===== src/rtl/core/lfb_pkg.sv =====
// Shared types, constants and functions of the LIN frame builder.
package lfb_pkg;

	localparam int unsigned BYTE_W         = 8;
	localparam int unsigned FRAME_ID_W     = 8;
	localparam int unsigned ID_W           = 6;
	localparam int unsigned CNT_W          = 4;
	localparam int unsigned MAX_DATA_BYTES = 8;

	localparam logic [BYTE_W-1:0] SYNC_BYTE  = 8'h55;
	localparam logic [BYTE_W-1:0] ERR_BYTE   = 8'h00;
	localparam logic [CNT_W-1:0]  MAX_COUNT  = CNT_W'(MAX_DATA_BYTES);

	typedef logic [BYTE_W-1:0] byte_t;

	// Sequencer states: the byte that goes out next.
	typedef enum logic [2:0] {
		ST_IDLE,
		ST_SYNC,
		ST_PID,
		ST_DATA,
		ST_CSUM
	} state_t;

	// Source of the byte loaded into the output register.
	typedef enum logic [2:0] {
		SEL_SYNC,
		SEL_PID,
		SEL_DATA,
		SEL_CSUM,
		SEL_ERR
	} byte_sel_t;

	// Commands from the controller to the datapath.
	typedef struct packed {
		logic      load;
		logic      emit;
		byte_sel_t sel;
	} lfb_cmd_t;

	// Status from the datapath to the controller.
	typedef struct packed {
		logic id_bad;
		logic cnt_zero;
		logic cnt_one;
	} lfb_status_t;

	// Protected identifier: parity P0 in bit 6, inverted P1 in bit 7.
	function automatic byte_t protect_id(input logic [ID_W-1:0] id);
		logic p0;
		logic p1;
		p0 = id[0] ^ id[1] ^ id[2] ^ id[4];
		p1 = ~(id[1] ^ id[3] ^ id[4] ^ id[5]);
		return {p1, p0, id};
	endfunction

	// Add one byte with end-around carry.
	function automatic byte_t carry_add(input byte_t acc, input byte_t d);
		logic [BYTE_W:0] sum;
		sum = {1'b0, acc} + {1'b0, d};
		return sum[BYTE_W-1:0] + BYTE_W'(sum[BYTE_W]);
	endfunction

endpackage


===== src/rtl/core/lfb_ctrl.sv =====
// Controller state machine of the LIN frame builder.
module lfb_ctrl (
	input  logic                 clk,
	input  logic                 arst_n,
	input  logic                 in_valid,
	output logic                 in_ready,
	output logic                 out_valid,
	input  logic                 out_ready,
	input  lfb_pkg::lfb_status_t status,
	output lfb_pkg::lfb_cmd_t    cmd
);

	lfb_pkg::state_t state_q;
	lfb_pkg::state_t state_d;
	logic            out_valid_q;
	logic            slot_free;

	// Output register can take a byte when empty or being drained
	assign slot_free = !out_valid_q || out_ready;
	assign in_ready  = (state_q == lfb_pkg::ST_IDLE);
	assign out_valid = out_valid_q;

	// State and output-valid registers
	always_ff @(posedge clk or negedge arst_n) begin
		if (!arst_n) begin
			state_q     <= lfb_pkg::ST_IDLE;
			out_valid_q <= 1'b0;
		end else begin
			state_q <= state_d;
			if (cmd.emit) begin
				out_valid_q <= 1'b1;
			end else if (out_ready) begin
				out_valid_q <= 1'b0;
			end
		end
	end

	// Next state and datapath commands
	always_comb begin
		state_d  = state_q;
		cmd.load = 1'b0;
		cmd.emit = 1'b0;
		cmd.sel  = lfb_pkg::SEL_SYNC;
		unique case (state_q)
			lfb_pkg::ST_IDLE: begin
				if (in_valid) begin
					cmd.load = 1'b1;
					state_d  = lfb_pkg::ST_SYNC;
				end
			end
			lfb_pkg::ST_SYNC: begin
				cmd.emit = slot_free;
				if (status.id_bad) begin
					cmd.sel = lfb_pkg::SEL_ERR;
					if (slot_free) state_d = lfb_pkg::ST_IDLE;
				end else begin
					cmd.sel = lfb_pkg::SEL_SYNC;
					if (slot_free) state_d = lfb_pkg::ST_PID;
				end
			end
			lfb_pkg::ST_PID: begin
				cmd.emit = slot_free;
				cmd.sel  = lfb_pkg::SEL_PID;
				if (slot_free) begin
					state_d = status.cnt_zero ? lfb_pkg::ST_IDLE : lfb_pkg::ST_DATA;
				end
			end
			lfb_pkg::ST_DATA: begin
				cmd.emit = slot_free;
				cmd.sel  = lfb_pkg::SEL_DATA;
				if (slot_free && status.cnt_one) state_d = lfb_pkg::ST_CSUM;
			end
			lfb_pkg::ST_CSUM: begin
				cmd.emit = slot_free;
				cmd.sel  = lfb_pkg::SEL_CSUM;
				if (slot_free) state_d = lfb_pkg::ST_IDLE;
			end
			default: begin
				state_d = lfb_pkg::ST_IDLE;
			end
		endcase
	end

endmodule


===== src/rtl/core/lfb_dp.sv =====
// Datapath of the LIN frame builder: request capture, checksum and output register.
module lfb_dp (
	input  logic                 clk,
	input  logic                 arst_n,
	input  logic                 cfg_valid,
	input  logic                 cfg_data,
	input  logic [7:0]           frame_id,
	input  logic [3:0]           data_count,
	input  logic [7:0]           data_0,
	input  logic [7:0]           data_1,
	input  logic [7:0]           data_2,
	input  logic [7:0]           data_3,
	input  logic [7:0]           data_4,
	input  logic [7:0]           data_5,
	input  logic [7:0]           data_6,
	input  logic [7:0]           data_7,
	input  lfb_pkg::lfb_cmd_t    cmd,
	output lfb_pkg::lfb_status_t status,
	output logic [7:0]           tx_byte,
	output logic                 break_before,
	output logic                 last_byte,
	output logic                 id_error
);

	logic                          classic_q;
	logic [lfb_pkg::ID_W-1:0]      id_q;
	logic                          id_bad_q;
	logic [lfb_pkg::CNT_W-1:0]     cnt_q;
	lfb_pkg::byte_t                data_q [lfb_pkg::MAX_DATA_BYTES];
	lfb_pkg::byte_t                acc_q;
	lfb_pkg::byte_t                pid;
	lfb_pkg::byte_t                tx_byte_q;
	logic                          break_q;
	logic                          last_q;
	logic                          err_q;

	assign pid             = lfb_pkg::protect_id(id_q);
	assign status.id_bad   = id_bad_q;
	assign status.cnt_zero = (cnt_q == '0);
	assign status.cnt_one  = (cnt_q == lfb_pkg::CNT_W'(1));

	assign tx_byte      = tx_byte_q;
	assign break_before = break_q;
	assign last_byte    = last_q;
	assign id_error     = err_q;

	// Checksum mode register
	always_ff @(posedge clk or negedge arst_n) begin
		if (!arst_n) begin
			classic_q <= 1'b0;
		end else if (cfg_valid) begin
			classic_q <= cfg_data;
		end
	end

	// Capture the request, then shift data bytes out one at a time
	always_ff @(posedge clk) begin
		if (cmd.load) begin
			id_q     <= frame_id[lfb_pkg::ID_W-1:0];
			id_bad_q <= (frame_id[lfb_pkg::FRAME_ID_W-1:lfb_pkg::ID_W] != '0);
			cnt_q    <= (data_count > lfb_pkg::MAX_COUNT) ? lfb_pkg::MAX_COUNT : data_count;
			data_q[0] <= data_0;
			data_q[1] <= data_1;
			data_q[2] <= data_2;
			data_q[3] <= data_3;
			data_q[4] <= data_4;
			data_q[5] <= data_5;
			data_q[6] <= data_6;
			data_q[7] <= data_7;
		end else if (cmd.emit && cmd.sel == lfb_pkg::SEL_DATA) begin
			cnt_q <= cnt_q - lfb_pkg::CNT_W'(1);
			for (int i = 0; i < lfb_pkg::MAX_DATA_BYTES - 1; i++) begin
				data_q[i] <= data_q[i+1];
			end
		end
	end

	// Load the output register and advance the checksum
	always_ff @(posedge clk) begin
		if (cmd.emit) begin
			unique case (cmd.sel)
				lfb_pkg::SEL_SYNC: begin
					tx_byte_q <= lfb_pkg::SYNC_BYTE;
					break_q   <= 1'b1;
					last_q    <= 1'b0;
					err_q     <= 1'b0;
				end
				lfb_pkg::SEL_PID: begin
					tx_byte_q <= pid;
					break_q   <= 1'b0;
					last_q    <= status.cnt_zero;
					err_q     <= 1'b0;
					acc_q     <= classic_q ? '0 : pid;
				end
				lfb_pkg::SEL_DATA: begin
					tx_byte_q <= data_q[0];
					break_q   <= 1'b0;
					last_q    <= 1'b0;
					err_q     <= 1'b0;
					acc_q     <= lfb_pkg::carry_add(acc_q, data_q[0]);
				end
				lfb_pkg::SEL_CSUM: begin
					tx_byte_q <= ~acc_q;
					break_q   <= 1'b0;
					last_q    <= 1'b1;
					err_q     <= 1'b0;
				end
				default: begin
					tx_byte_q <= lfb_pkg::ERR_BYTE;
					break_q   <= 1'b0;
					last_q    <= 1'b1;
					err_q     <= 1'b1;
				end
			endcase
		end
	end

endmodule


===== src/rtl/core/lin_frame_builder.sv =====
// LIN frame builder top level: sync, protected identifier, data and checksum bytes.
//
// Input channel (in_valid/in_ready): one frame request, frame_id, data_count
// and data_0..data_7. Output channel (out_valid/out_ready): one byte per
// request, with break_before on the sync byte, last_byte on the final byte
// of the frame and id_error on the single byte of a rejected identifier.
// Configuration channel (cfg_valid/cfg_ready/cfg_data): cfg_data = 1 selects
// the classic checksum (data only), 0 the enhanced checksum (PID included).
// cfg_ready is always high; write it only while no frame is in flight.
//
// On acceptance the request is captured and the sequencer moves to its
// sync state, which loads the sync byte into the output register. A frame
// then sends the PID, its data bytes and the checksum; with no data bytes
// it ends at the PID, and a rejected identifier sends only the error byte.
// The sequencer emits one byte per cycle while the receiver keeps up, into a
// single output register, and the next request is taken the cycle after the
// last byte is loaded, while that byte still waits to be taken.
// A stalled receiver holds the output register and the sequencer in place.
// Reset empties the output register, returns to idle and selects the
// enhanced checksum.
module lin_frame_builder (
	input  logic       clk,
	input  logic       arst_n,
	input  logic       cfg_valid,
	output logic       cfg_ready,
	input  logic       cfg_data,
	input  logic       in_valid,
	output logic       in_ready,
	input  logic [7:0] frame_id,
	input  logic [3:0] data_count,
	input  logic [7:0] data_0,
	input  logic [7:0] data_1,
	input  logic [7:0] data_2,
	input  logic [7:0] data_3,
	input  logic [7:0] data_4,
	input  logic [7:0] data_5,
	input  logic [7:0] data_6,
	input  logic [7:0] data_7,
	output logic       out_valid,
	input  logic       out_ready,
	output logic [7:0] tx_byte,
	output logic       break_before,
	output logic       last_byte,
	output logic       id_error
);

	lfb_pkg::lfb_cmd_t    cmd;
	lfb_pkg::lfb_status_t status;

	assign cfg_ready = 1'b1;

	lfb_ctrl u_ctrl (
		.clk       (clk),
		.arst_n    (arst_n),
		.in_valid  (in_valid),
		.in_ready  (in_ready),
		.out_valid (out_valid),
		.out_ready (out_ready),
		.status    (status),
		.cmd       (cmd)
	);

	lfb_dp u_dp (
		.clk          (clk),
		.arst_n       (arst_n),
		.cfg_valid    (cfg_valid),
		.cfg_data     (cfg_data),
		.frame_id     (frame_id),
		.data_count   (data_count),
		.data_0       (data_0),
		.data_1       (data_1),
		.data_2       (data_2),
		.data_3       (data_3),
		.data_4       (data_4),
		.data_5       (data_5),
		.data_6       (data_6),
		.data_7       (data_7),
		.cmd          (cmd),
		.status       (status),
		.tx_byte      (tx_byte),
		.break_before (break_before),
		.last_byte    (last_byte),
		.id_error     (id_error)
	);

endmodule


===== config.mk =====
export PLATFORM = sky130hd
export DESIGN_NAME = lin_frame_builder
export DESIGN_NICKNAME = d
export VERILOG_FILES = /design/src/rtl/core/lfb_pkg.sv /design/src/rtl/core/lfb_ctrl.sv /design/src/rtl/core/lfb_dp.sv /design/src/rtl/core/lin_frame_builder.sv
export SDC_FILE = /design/constraint.sdc
export NUM_CORES = 1
export LEC_CHECK = 0
export BUFFER_PORTS_ARGS = -buffer_cell sky130_fd_sc_hd__buf_2
export CAP_MARGIN = 0
export CORE_UTILIZATION = 50
export CTS_CLUSTER_DIAMETER = 40
export DETAILED_ROUTE_END_ITERATION = 8
export PLACE_DENSITY = 0.78
export SLEW_MARGIN = 15
export SYNTH_ARGS = -nofsm -noshare
export SYNTH_HDL_FRONTEND = slang
export SYNTH_SLANG_ARGS = --single-unit

===== constraint.sdc =====
create_clock -name clk -period 2.7 [get_ports clk]
set_clock_uncertainty 0.05 [all_clocks]
set_input_delay 0 -clock clk [delete_from_list [all_inputs] [get_ports clk]]
set_output_delay 0 -clock clk [all_outputs]
set_load 0.05 [all_outputs]

======== Yosys cells after proc, flatten, opt, wreduce, memory -nomap -nowiden ========
Memory sizes are Yosys's and may differ from the RTL's.
Index checks and enable logic that the tools add are counted.
word-level totals
  output and inout port bits .............. 14
  memories ................................ 1
  register bits after elaboration ......... 35
  input bits .............................. 82
  bits in writable memories ............... 64
memories
  memory       words  bits a word  rd ports  clocked after memory_dff  write ports  RTL line      RTL
  u_dp.data_q  8      8            8         0                         8            lfb_dp.sv:29  lfb_pkg::byte_t data_q [lfb_pkg::MAX_DATA_BYTES];
operators by class
  multiplexer cells ....................... 35
  equality and inequality tests ........... 12
  order comparisons ....................... 1
  reductions and logical operators ........ 15
  bitwise logic cells ..................... 15
  add/subtract/negate cells ............... 3
operator list
  operator               number
  $mux W8                8
  $pmux W8 S4            1
  $mux W3                7
  $pmux W4 S4            1
  $pmux W8 S2            1
  $pmux W3 S5            1
  $eq A3 B2 Y1 const B   4
  $mux W4                3
  $mux W1                11
  $add A8 B8 Y9          1
  $add A8 B1 Y8          1
  $not A8 Y8             1
  $reduce_bool A2 Y1     4
  $or A1 B1 Y1           7
  $eq A3 B1 Y1 const B   2
  $logic_not A3 Y1       2
  $xor A1 B1 Y1          6
  $eq A4 B1 Y1 const B   1
  $gt A4 B4 Y1 const B   1
  $logic_not A4 Y1       1
  $ne A2 B1 Y1 const B   2
  $reduce_and A4 Y1      1
  $reduce_or A4 Y1       1
  $sub A4 B1 Y4 const B  1
  11 further kinds       12

======== Depth between registers and ports, before layout ========
Gate-level depths: netlist of run 1.
  word-level depth ........................ 9
  mapped depth ............................ 13

======== Hierarchy ========
A second synthesis of run 1 with hierarchy kept.
unflattened totals
  cell total of the unflattened synthesis .. 344
  area, all modules ....................... 4854.7 um^2
modules (own cells, without submodules)
  module             times used  sequential area each (um^2)  area each (um^2)  cells each
  lfb_dp             1           2847.7                       4563.1            310
  lfb_ctrl           1           100.1                        280.3             32
  lin_frame_builder  1           0.0                          11.3              2

======== Worst setup path after synthesis of run 1 ========
Ideal clock, no wire load.
  kind .................................... register to register
  start ................................... register u_ctrl.state_q[2]
  end ..................................... memory u_dp.data_q[0][0] (netlist bit), enable pin
  library setup time ...................... 0.389 ns
  stages on the path, launching flop included .. 7
  setup slack ............................. -0.956 ns
  clock period less this slack ............ 3.656 ns
  buffers on the path ..................... 3
  arrival ................................. 3.217 ns
  cell sequence ........................... dfrtp_1 > buf_2 > nor3_1 > and2_1 > buf_2 > buf_2 > or2_2
RTL lines
  item                    RTL line        RTL
  from (decl)             lfb_ctrl.sv:13  lfb_pkg::state_t state_q;
  from (signal assigned)  lfb_ctrl.sv:26  state_q <= lfb_pkg::ST_IDLE;
  from (signal assigned)  lfb_ctrl.sv:29  state_q <= state_d;
  to (decl)               lfb_dp.sv:29

======== Worst setup path in the final report of run 1 ========
  start ................................... register u_dp.acc_q[0]
  end ..................................... register u_dp.acc_q[6] (data pin)
on the way
  word-level cells in the longest chain between the ends .. 3
RTL lines
  item                    RTL line       RTL
  from (decl)             lfb_dp.sv:30   lfb_pkg::byte_t acc_q;
  from (signal assigned)  lfb_dp.sv:93   acc_q <= classic_q ? '0 : pid;
  from (signal assigned)  lfb_dp.sv:100  acc_q <= lfb_pkg::carry_add(acc_q, data_q[0]);
  $add A8 B8 Y9           lfb_pkg.sv:60  sum = {1'b0, acc} + {1'b0, d};
  $add A8 B1 Y8           lfb_pkg.sv:61  return sum[BYTE_W-1:0] + BYTE_W'(sum[BYTE_W]);
  $pmux W8 S2             lfb_dp.sv:81   unique case (cmd.sel)
Every way passes these cells.
A chain may end at the register's enable or synchronous reset.

==> impl_metrics.tcl, run 1 <==
set metrics [dict create \
    m1WireLength_um 4200 \
    hp-class "in -> reg" \
    final_antenna_net_count 0 \
    rr_endpoint "u_dp.acc_q[6]$_DFFE_PP_" \
    wl_met2_um 5790 \
    grt_pass1_vias 3596 \
    outcome "finished clean" \
    final_cell_area_mm2 0.00661 \
    grt_max_degree 28 \
    fin_crit_ps 2650 \
    ff_latch_area_mm2 0.00295 \
    worstPathMaxFanout 4 \
    wl_per_cell_um 16.1 \
    initialDrtViolationCount 146 \
    grt_pass1_wl_um 16900 \
    slew_headroom_pct 52.0 \
    synth-compound-area-share_pct 8.12 \
    slowest_stage "edfxtp_1" \
    fmax_mhz 378 \
    path_depth 12 \
    dp_hpwl_um 6760 \
    finalNonFillerCells 668 \
    rsz0062_at_grt "yes" \
    vdd_drop_max_uv 549 \
    drcViolationCount 0 \
    place_congestion 0.814 \
    final_cell_mix "94 x buf_2, 94 x edfxtp_1, 82 x dlygate4sd3_1" \
    tritoncts "yes" \
    ys_types 48 \
    fin_hold_ws_ps 41.0 \
    root_buffer "clkbuf_8" \
    io_buffers 94 \
    p_sw_share_pct 38.1 \
    clock-sinks 99 \
    grtUsageTotal_pct 22.7 \
    dpl_worst_slack_ps -131 \
    grt_overflow 0 \
    drv_cap 0 \
    clk_pin_slew_ps 90 \
    top_layer "met4" \
    rr_startpoint "u_dp.acc_q[0]$_DFFE_PP_" \
    clockBufferDepth 2 \
    dieArea_mm2 0.00998 \
    path_delay_family "adder cells" \
    switchingPower_mw 2.55 \
    fillers 660 \
    crit_type "reg -> reg" \
    critPathCapture "u_dp.acc_q[6]$_DFFE_PP_" \
    synthAdderAreaFrac_pct 3.55 \
    htree_levels 3 \
    dpl_cell_area_mm2 0.00550 \
    ff2ff_setup_slack_ps 50 \
    die_w_um 99.9 \
    syn_inst 341 \
    syn2layout_area_growth_pct 37.9 \
    startpoint "u_dp.acc_q[0]$_DFFE_PP_" \
    ys_seq_elements 99 \
    route.final.wire_length_um 10800 \
    cts-buffers-inserted 9 \
    synth_top_family_by_area "multiplexers" \
    n_antenna_cell 0 \
    first_pass_iters 4 \
    tightest_slew_ps 717 \
    yosysWarnings 0 \
    tns_ps 0 \
    yosys.area_share.simple_pct 7.91 \
    arrival_ps 2720 \
    setup_viol_count_final 0 \
    reg2regPathDepth 12 \
    p_leak_nw 2.50 \
    netlist_area_mm2 0.00479 \
    finalCritPeriodShare_pct 98.0 \
    synthXorXnorAreaFrac_pct 2.92 \
    power.combinational.fraction_pct 45.3 \
    cp_num_buf_inv 0 \
    wl_met3_um 506 \
    synth.avg_cell_area_um2 14.1 \
    die_height_um 99.9 \
    clock_latency_ps 380 \
    intPower_mw 4.14 \
    power_density_mw_per_mm2 1010 \
    drive_above_1_share_pct 38.8 \
    hold_viol 0 \
    antenna_found_initial 0 \
    finalWorstSetupSlack_ps 54.7 \
    dp_cells 564 \
    crit_top_cell "o21ai_1" \
    initial_core_util_pct 51.6 \
    synth_nets 436 \
    coreArea_mm2 0.00928 \
    fin_nets 629 \
    crit_required_ps 2770 \
    multi_input_area_mm2 0.00182 \
    startpoint_type "flip-flop" \
    io_pins 96 \
    cp_cell_sequence "ha_4, fa_2, a211oi_2, o21a_1, nor2_1, o21ai_1, nand2b_1, ha_2, and3_4, nand4_1, xnor2_1, o21ai_1" \
    synthMuxAreaShare_pct 13.6 \
    rows 35 \
    pwr-share-seq_pct 41.6 \
    crit_path_end_kind "flip-flop" \
    critPathMaxStageDelay_ps 450 \
    clkPwrFrac_pct 13.1 \
    vias_per_cell 5.19 \
    num_vias 3469 \
    slew_violations 0 \
    yosysSeqAreaShare_pct 61.5 \
]
## worst min-delay path by stage
| stage | start | to | cells past startpoint |
|---|---|---|---|
| 6_report | in_valid | u_ctrl.state_q[0]$_DFFE_PN0P_ | 4 |
| 5_1_grt | in_valid | u_ctrl.state_q[0]$_DFFE_PN0P_ | 4 |
| 4_1_cts | in_valid | u_ctrl.state_q[0]$_DFFE_PN0P_ | 4 |
| 3_5_place_dp | arst_n | u_ctrl.out_valid$_DFFE_PN0P_ | 1 |
| 3_3_place_gp | arst_n | u_ctrl.out_valid$_DFFE_PN0P_ | 1 |
| 2_1_floorplan | arst_n | u_ctrl.out_valid$_DFFE_PN0P_ | 0 |
## registers in the layout, indices dropped and copies added, names as in the netlist
register           cells
u_dp.acc_q             8
u_dp.id_q              6
u_dp.cnt_q             4
u_dp.id_error          1
u_dp.classic_q         1
u_ctrl.out_valid       1
u_dp.id_bad_q          1
u_dp.data_q           64
u_dp.break_before      1
u_dp.last_byte         1
u_ctrl.state_q         3
u_dp.tx_byte           8
## stage by stage
stage | utilization, % | power, mW
finish | 71.2 | 6.68
global placement | 59.3 | 5.45
detailed placement | 59.3 | 5.57
floorplan | - | 4.80
global route | 71.2 | 7.08
CTS | 70.6 | 6.60
## power by group through the flow
| stage | Clock (mW) | Combinational, mW | Sequential [mW] |
|---|---|---|---|
| 6_report | 0.874 | 3.03 | 2.78 |
| 5_1_grt | 0.953 | 3.30 | 2.83 |
| 4_1_cts | 0.897 | 2.94 | 2.76 |
| 3_5_place_dp | 0 | 2.77 | 2.80 |
| 3_3_place_gp | 0 | 2.69 | 2.76 |
| 2_1_floorplan | 0 | 1.79 | 3.00 |
## worst min-delay path: stages
cell and delay [ps]:
buf_2 90, o32a_1 150, a21oi_1 60, a21oi_1 120
## kinds of logic after synthesis
logic type | count (synthesis)
AOI/OAI and AO/OA | 60
other | 1
muxes | 58
DFF | 99
and+or+nand+nor | 71
adders and majority gates | 13
buffers and inverters | 23
xor gates and xnor gates | 16
## cell type report
type | count | share of cell area, %
clock buffers | 10 | 1.93
clock inverters | 6 | 0.738
inverters | 6 | 0.341
multi-input cells | 219 | 27.6
flip-flops and latches | 99 | 44.6
well taps | 129 | 2.44
repair buffers | 199 | 22.3
## metal layers
metal	up-vias	GRT usage, %
li1	1677	-
met1	1650	24.2
met2	120	42.2
met3	22	6.27
met4	0	9.05
met5	-	0
## synth_stat cells (all sizes together)
| cell | count | area share (%) |
|---|---|---|
| edfxtp | 94 | 59 |
| a21o | 2 | 0.34 |
| xor2 | 7 | 1.3 |
| or3 | 4 | 0.52 |
| o32a | 1 | 0.21 |
| a31oi | 1 | 0.13 |
| nand3b | 9 | 1.4 |
| buf | 11 | 1.3 |
| a211o | 1 | 0.18 |
| o21ai | 19 | 2.0 |
| nor3b | 3 | 0.47 |
| dfrtp | 5 | 2.6 |
| fa | 1 | 0.42 |
| clkbuf | 6 | 0.47 |
| and2 | 2 | 0.26 |
| inv | 6 | 0.47 |
| a211oi | 3 | 0.47 |
| nor3 | 5 | 0.52 |
| o31ai | 1 | 0.16 |
| ha | 12 | 3.1 |
| nand2b | 4 | 0.52 |
| a22oi | 1 | 0.16 |
| o221a | 4 | 0.94 |
| o221ai | 1 | 0.18 |
| a2111o | 2 | 0.47 |
| or2 | 3 | 0.39 |
| nand2 | 11 | 0.86 |
| nor2 | 18 | 1.4 |
| nand3 | 3 | 0.31 |
| a21oi | 19 | 2.1 |
| mux2 | 58 | 14 |
| xnor2 | 9 | 1.6 |
| nor2b | 5 | 0.65 |
| nand4b | 1 | 0.18 |
| o22a | 1 | 0.18 |
| nand4 | 2 | 0.26 |
| and3 | 1 | 0.13 |
| o22ai | 1 | 0.13 |
| o21a | 2 | 0.34 |
| o2111ai | 1 | 0.18 |
| conb | 1 | 0.078 |
## repair_timing
item	CTS	global route
gates resized for setup	7	9
buffers inserted	4	2
hold buffers	82	0
endpoints found under the setup margin	5	6
hold endpoints to repair	83	0
pin swaps	4	10
Power figures use the tool's default switching activity.
==> run 2, diff against run 1 <==
- ABC_AREA: default -> 1
- PLACE_DENSITY: 0.78 -> 0.79
==> run 2 against run 1 <==
Against the previous run: global-route usage is 1.3 points higher; critical endpoint unchanged; utilization is 0.15 points lower; worst setup slack better by 17 ps; via count is 8.3% higher; routed wire length is 7.3% higher; sequential power hardly changed.
==> impl_metrics.tcl, run 2 <==
set metrics [dict create \
    outcome "finished clean" \
    startpoint_type "flip-flop" \
    synth_nets 491 \
    die_w_um 99.7 \
    tns_ps 0 \
    top_register "u_dp.data_q" \
    finalNonFillerCells 721 \
    syn2layout_area_growth_pct 37.6 \
    yosys.area_share.simple_pct 12.4 \
    finalCritPeriodShare_pct 97.3 \
    crit_required_ps 2880 \
    n_antenna_cell 0 \
    synth_top_family_by_area "simple AND/OR/NAND/NOR gates" \
    cp_num_buf_inv 0 \
    place_congestion 0.992 \
    root_buffer "clkbuf_8" \
    ff2ff_setup_slack_ps 70 \
    fin_nets 682 \
    synthAdderAreaFrac_pct 3.57 \
    ys_types 35 \
    clock-sinks 99 \
    tritoncts "yes" \
    dpl_cell_area_mm2 0.00541 \
    first_pass_iters 5 \
    antenna_found_initial 0 \
    netlist_area_mm2 0.00477 \
    power_density_mw_per_mm2 1020 \
    hp-start "data_7[1]" \
    finalWorstSetupSlack_ps 71.7 \
    yosysWarnings 0 \
    yosysSeqAreaShare_pct 61.8 \
    worstPathMaxFanout 4 \
    clockBufferDepth 2 \
    final_antenna_net_count 0 \
    synthXorXnorAreaFrac_pct 1.65 \
    dieArea_mm2 0.00994 \
    htree_levels 3 \
    cts-buffers-inserted 9 \
    drv_cap 0 \
    rr_startpoint "u_dp.data_q[0][4]$_DFFE_PP_" \
    io_buffers 94 \
    arrival_ps 2810 \
    p_leak_nw 2.72 \
    route.final.wire_length_um 11600 \
    grt_max_degree 50 \
    slew_headroom_pct 47.8 \
    final_cell_mix "94 x buf_2, 94 x edfxtp_1, 87 x nand2_1" \
    ys_top_cells_by_area "edfxtp_1 59%, mux2_1 11%, nand2_1 7.2%" \
    initial_core_util_pct 51.6 \
    synth_top_cell_by_area "edfxtp_1" \
    fin_hold_ws_ps 285 \
    dpl_worst_slack_ps 39.8 \
    die_height_um 99.7 \
    tightest_slew_ps 781 \
    critPathMaxStageDelay_ps 460 \
    grtUsageTotal_pct 24.0 \
    drcViolationCount 0 \
    grt_pass1_vias 3817 \
    grt_overflow 0 \
    synth_commonest_cells "94 x edfxtp_1, 91 x nand2_1, 48 x mux2_1" \
    synthMuxAreaShare_pct 11.6 \
    final_cell_area_mm2 0.00656 \
    yosysMostFrequentCell "edfxtp_1" \
    largest_reg_flops 64 \
    ys_dominant_reg_cell "edfxtp_1" \
    synth-edff-count 94 \
    synth.avg_cell_area_um2 12.0 \
    slew_violations 0 \
    setup_viol_count_final 0 \
    dp_hpwl_um 6990 \
    initialDrtViolationCount 219 \
    drive_above_1_share_pct 27.2 \
    vdd_drop_max_uv 484 \
    hold_viol 0 \
    crit_path_end_kind "flip-flop" \
    fmax_mhz 380 \
    ys_seq_elements 99 \
    startpoint "u_dp.data_q[0][4]$_DFFE_PP_" \
    grt_pass1_wl_um 17900 \
    coreArea_mm2 0.00924 \
    clock_latency_ps 370 \
    vias_per_cell 5.21 \
    io_pins 96 \
    crit_top_cell "nand2_1" \
    syn_inst 396 \
    slowest_stage "edfxtp_1" \
    crit_type "reg -> reg" \
    num_vias 3758 \
    wl_per_cell_um 16.0 \
    synth-compound-area-share_pct 4.56 \
    rows 35 \
    fin_crit_ps 2630 \
    hp-class "in -> reg" \
    clk_pin_slew_ps 110 \
    synthArstFlopShare_pct 5.05 \
    synth_top_area_share_pct 59.2 \
    dp_cells 616 \
    path_delay_family "simple AND/OR/NAND/NOR gates" \
    cp_cell_sequence "ha_4, nand2_1, nor2_1, nand2_1, nand3_2, a21oi_1, o21bai_1, ha_2, nand2_2, nor2_4, nand3_2, nor2_4, nand2_1, nand2_1, nand3_1, o21ai_1" \
]
[run 2: changes by cell type after synthesis, moves of 11 or more]
cell     before  now
a21oi_1      18    6
inv_1         6   30
inv_2         0   11
mux2_1        3   48
mux2_2       55    1
nand2_1      11   91
nand3_1       3   18
o21ai_0      18    5
[run 2: metal layers]
| layer | wire length [µm] | part of all wire [%] | vias to the layer above | track usage, % |
|---|---|---|---|---|
| met1 | 4330 | 37 | 1776 | 26.3 |
| met3 | 748 | 6.5 | 36 | 4.57 |
| met5 | 0 | 0 | - | 0 |
| met2 | 6080 | 53 | 187 | 43.7 |
| li1 | - | - | 1759 | - |
| met4 | 401 | 3.5 | 0 | 12.8 |
[run 2: area by class of cell]
class                      count  area, µm²
sequential                    99       2950
fill                         627       2680
multi-input combinational    246       1710
timing repair buffer         190       1400
tap                          129        161
inverter                      41        154
clock buffer                   9        124
clock inverter                 7       66.3
[run 2: kinds of logic after synthesis]
kind of cell | after synthesis
fa+ha+maj | 13
other cells | 1
simple gates | 140
buf+inv | 51
flops | 99
compound gates | 34
xor+xnor | 9
mux | 49
[run 2: timing repair]
action,CTS,global route
endpoints found under the setup margin,0,4
endpoints found under the hold margin,83,0
gates resized for setup,0,18
hold buffers,84,0
buffers inserted,0,5
[run 2: final timing paths]
check | endpoint | cells after the start
min in group asynchronous | u_ctrl.state_q[1]$_DFFE_PN0P_ | 3
max in group asynchronous | u_dp.classic_q$_DFFE_PN0P_ | 3
setup / recovery | u_dp.acc_q[6]$_DFFE_PP_ | 16
hold reg to reg | u_dp.data_q[0][7]$_DFFE_PP_ | 1
hold / removal | u_dp.data_q[0][57]$_DFFE_PP_ | 2
setup reg to reg | u_dp.acc_q[6]$_DFFE_PP_ | 16
[run 2: metrics by stage]
step           util, %  power, mW
2_1_floorplan        -       4.73
3_3_place_gp      58.5       5.32
3_5_place_dp      58.5       5.44
4_1_cts           69.7       6.46
5_1_grt           71.0       7.07
6_report          71.0       6.71
[run 2: worst register-to-register path, delay by kind of cell, from the launching register on]
kind	cells	cell delay [ps]
AOI/OAI and AO/OA	3	400
adders and majority gates	2	540
and+or+nand+nor	11	1040
DFF	1	460
[run 2: power by group]
group | switching (mW) | total [mW] | internal, mW | leakage (nW)
Sequential | 0.239 | 2.77 | 2.53 | 0.946
Clock | 0.578 | 0.939 | 0.361 | 0.0922
Combinational | 1.99 | 3.01 | 1.02 | 1.68
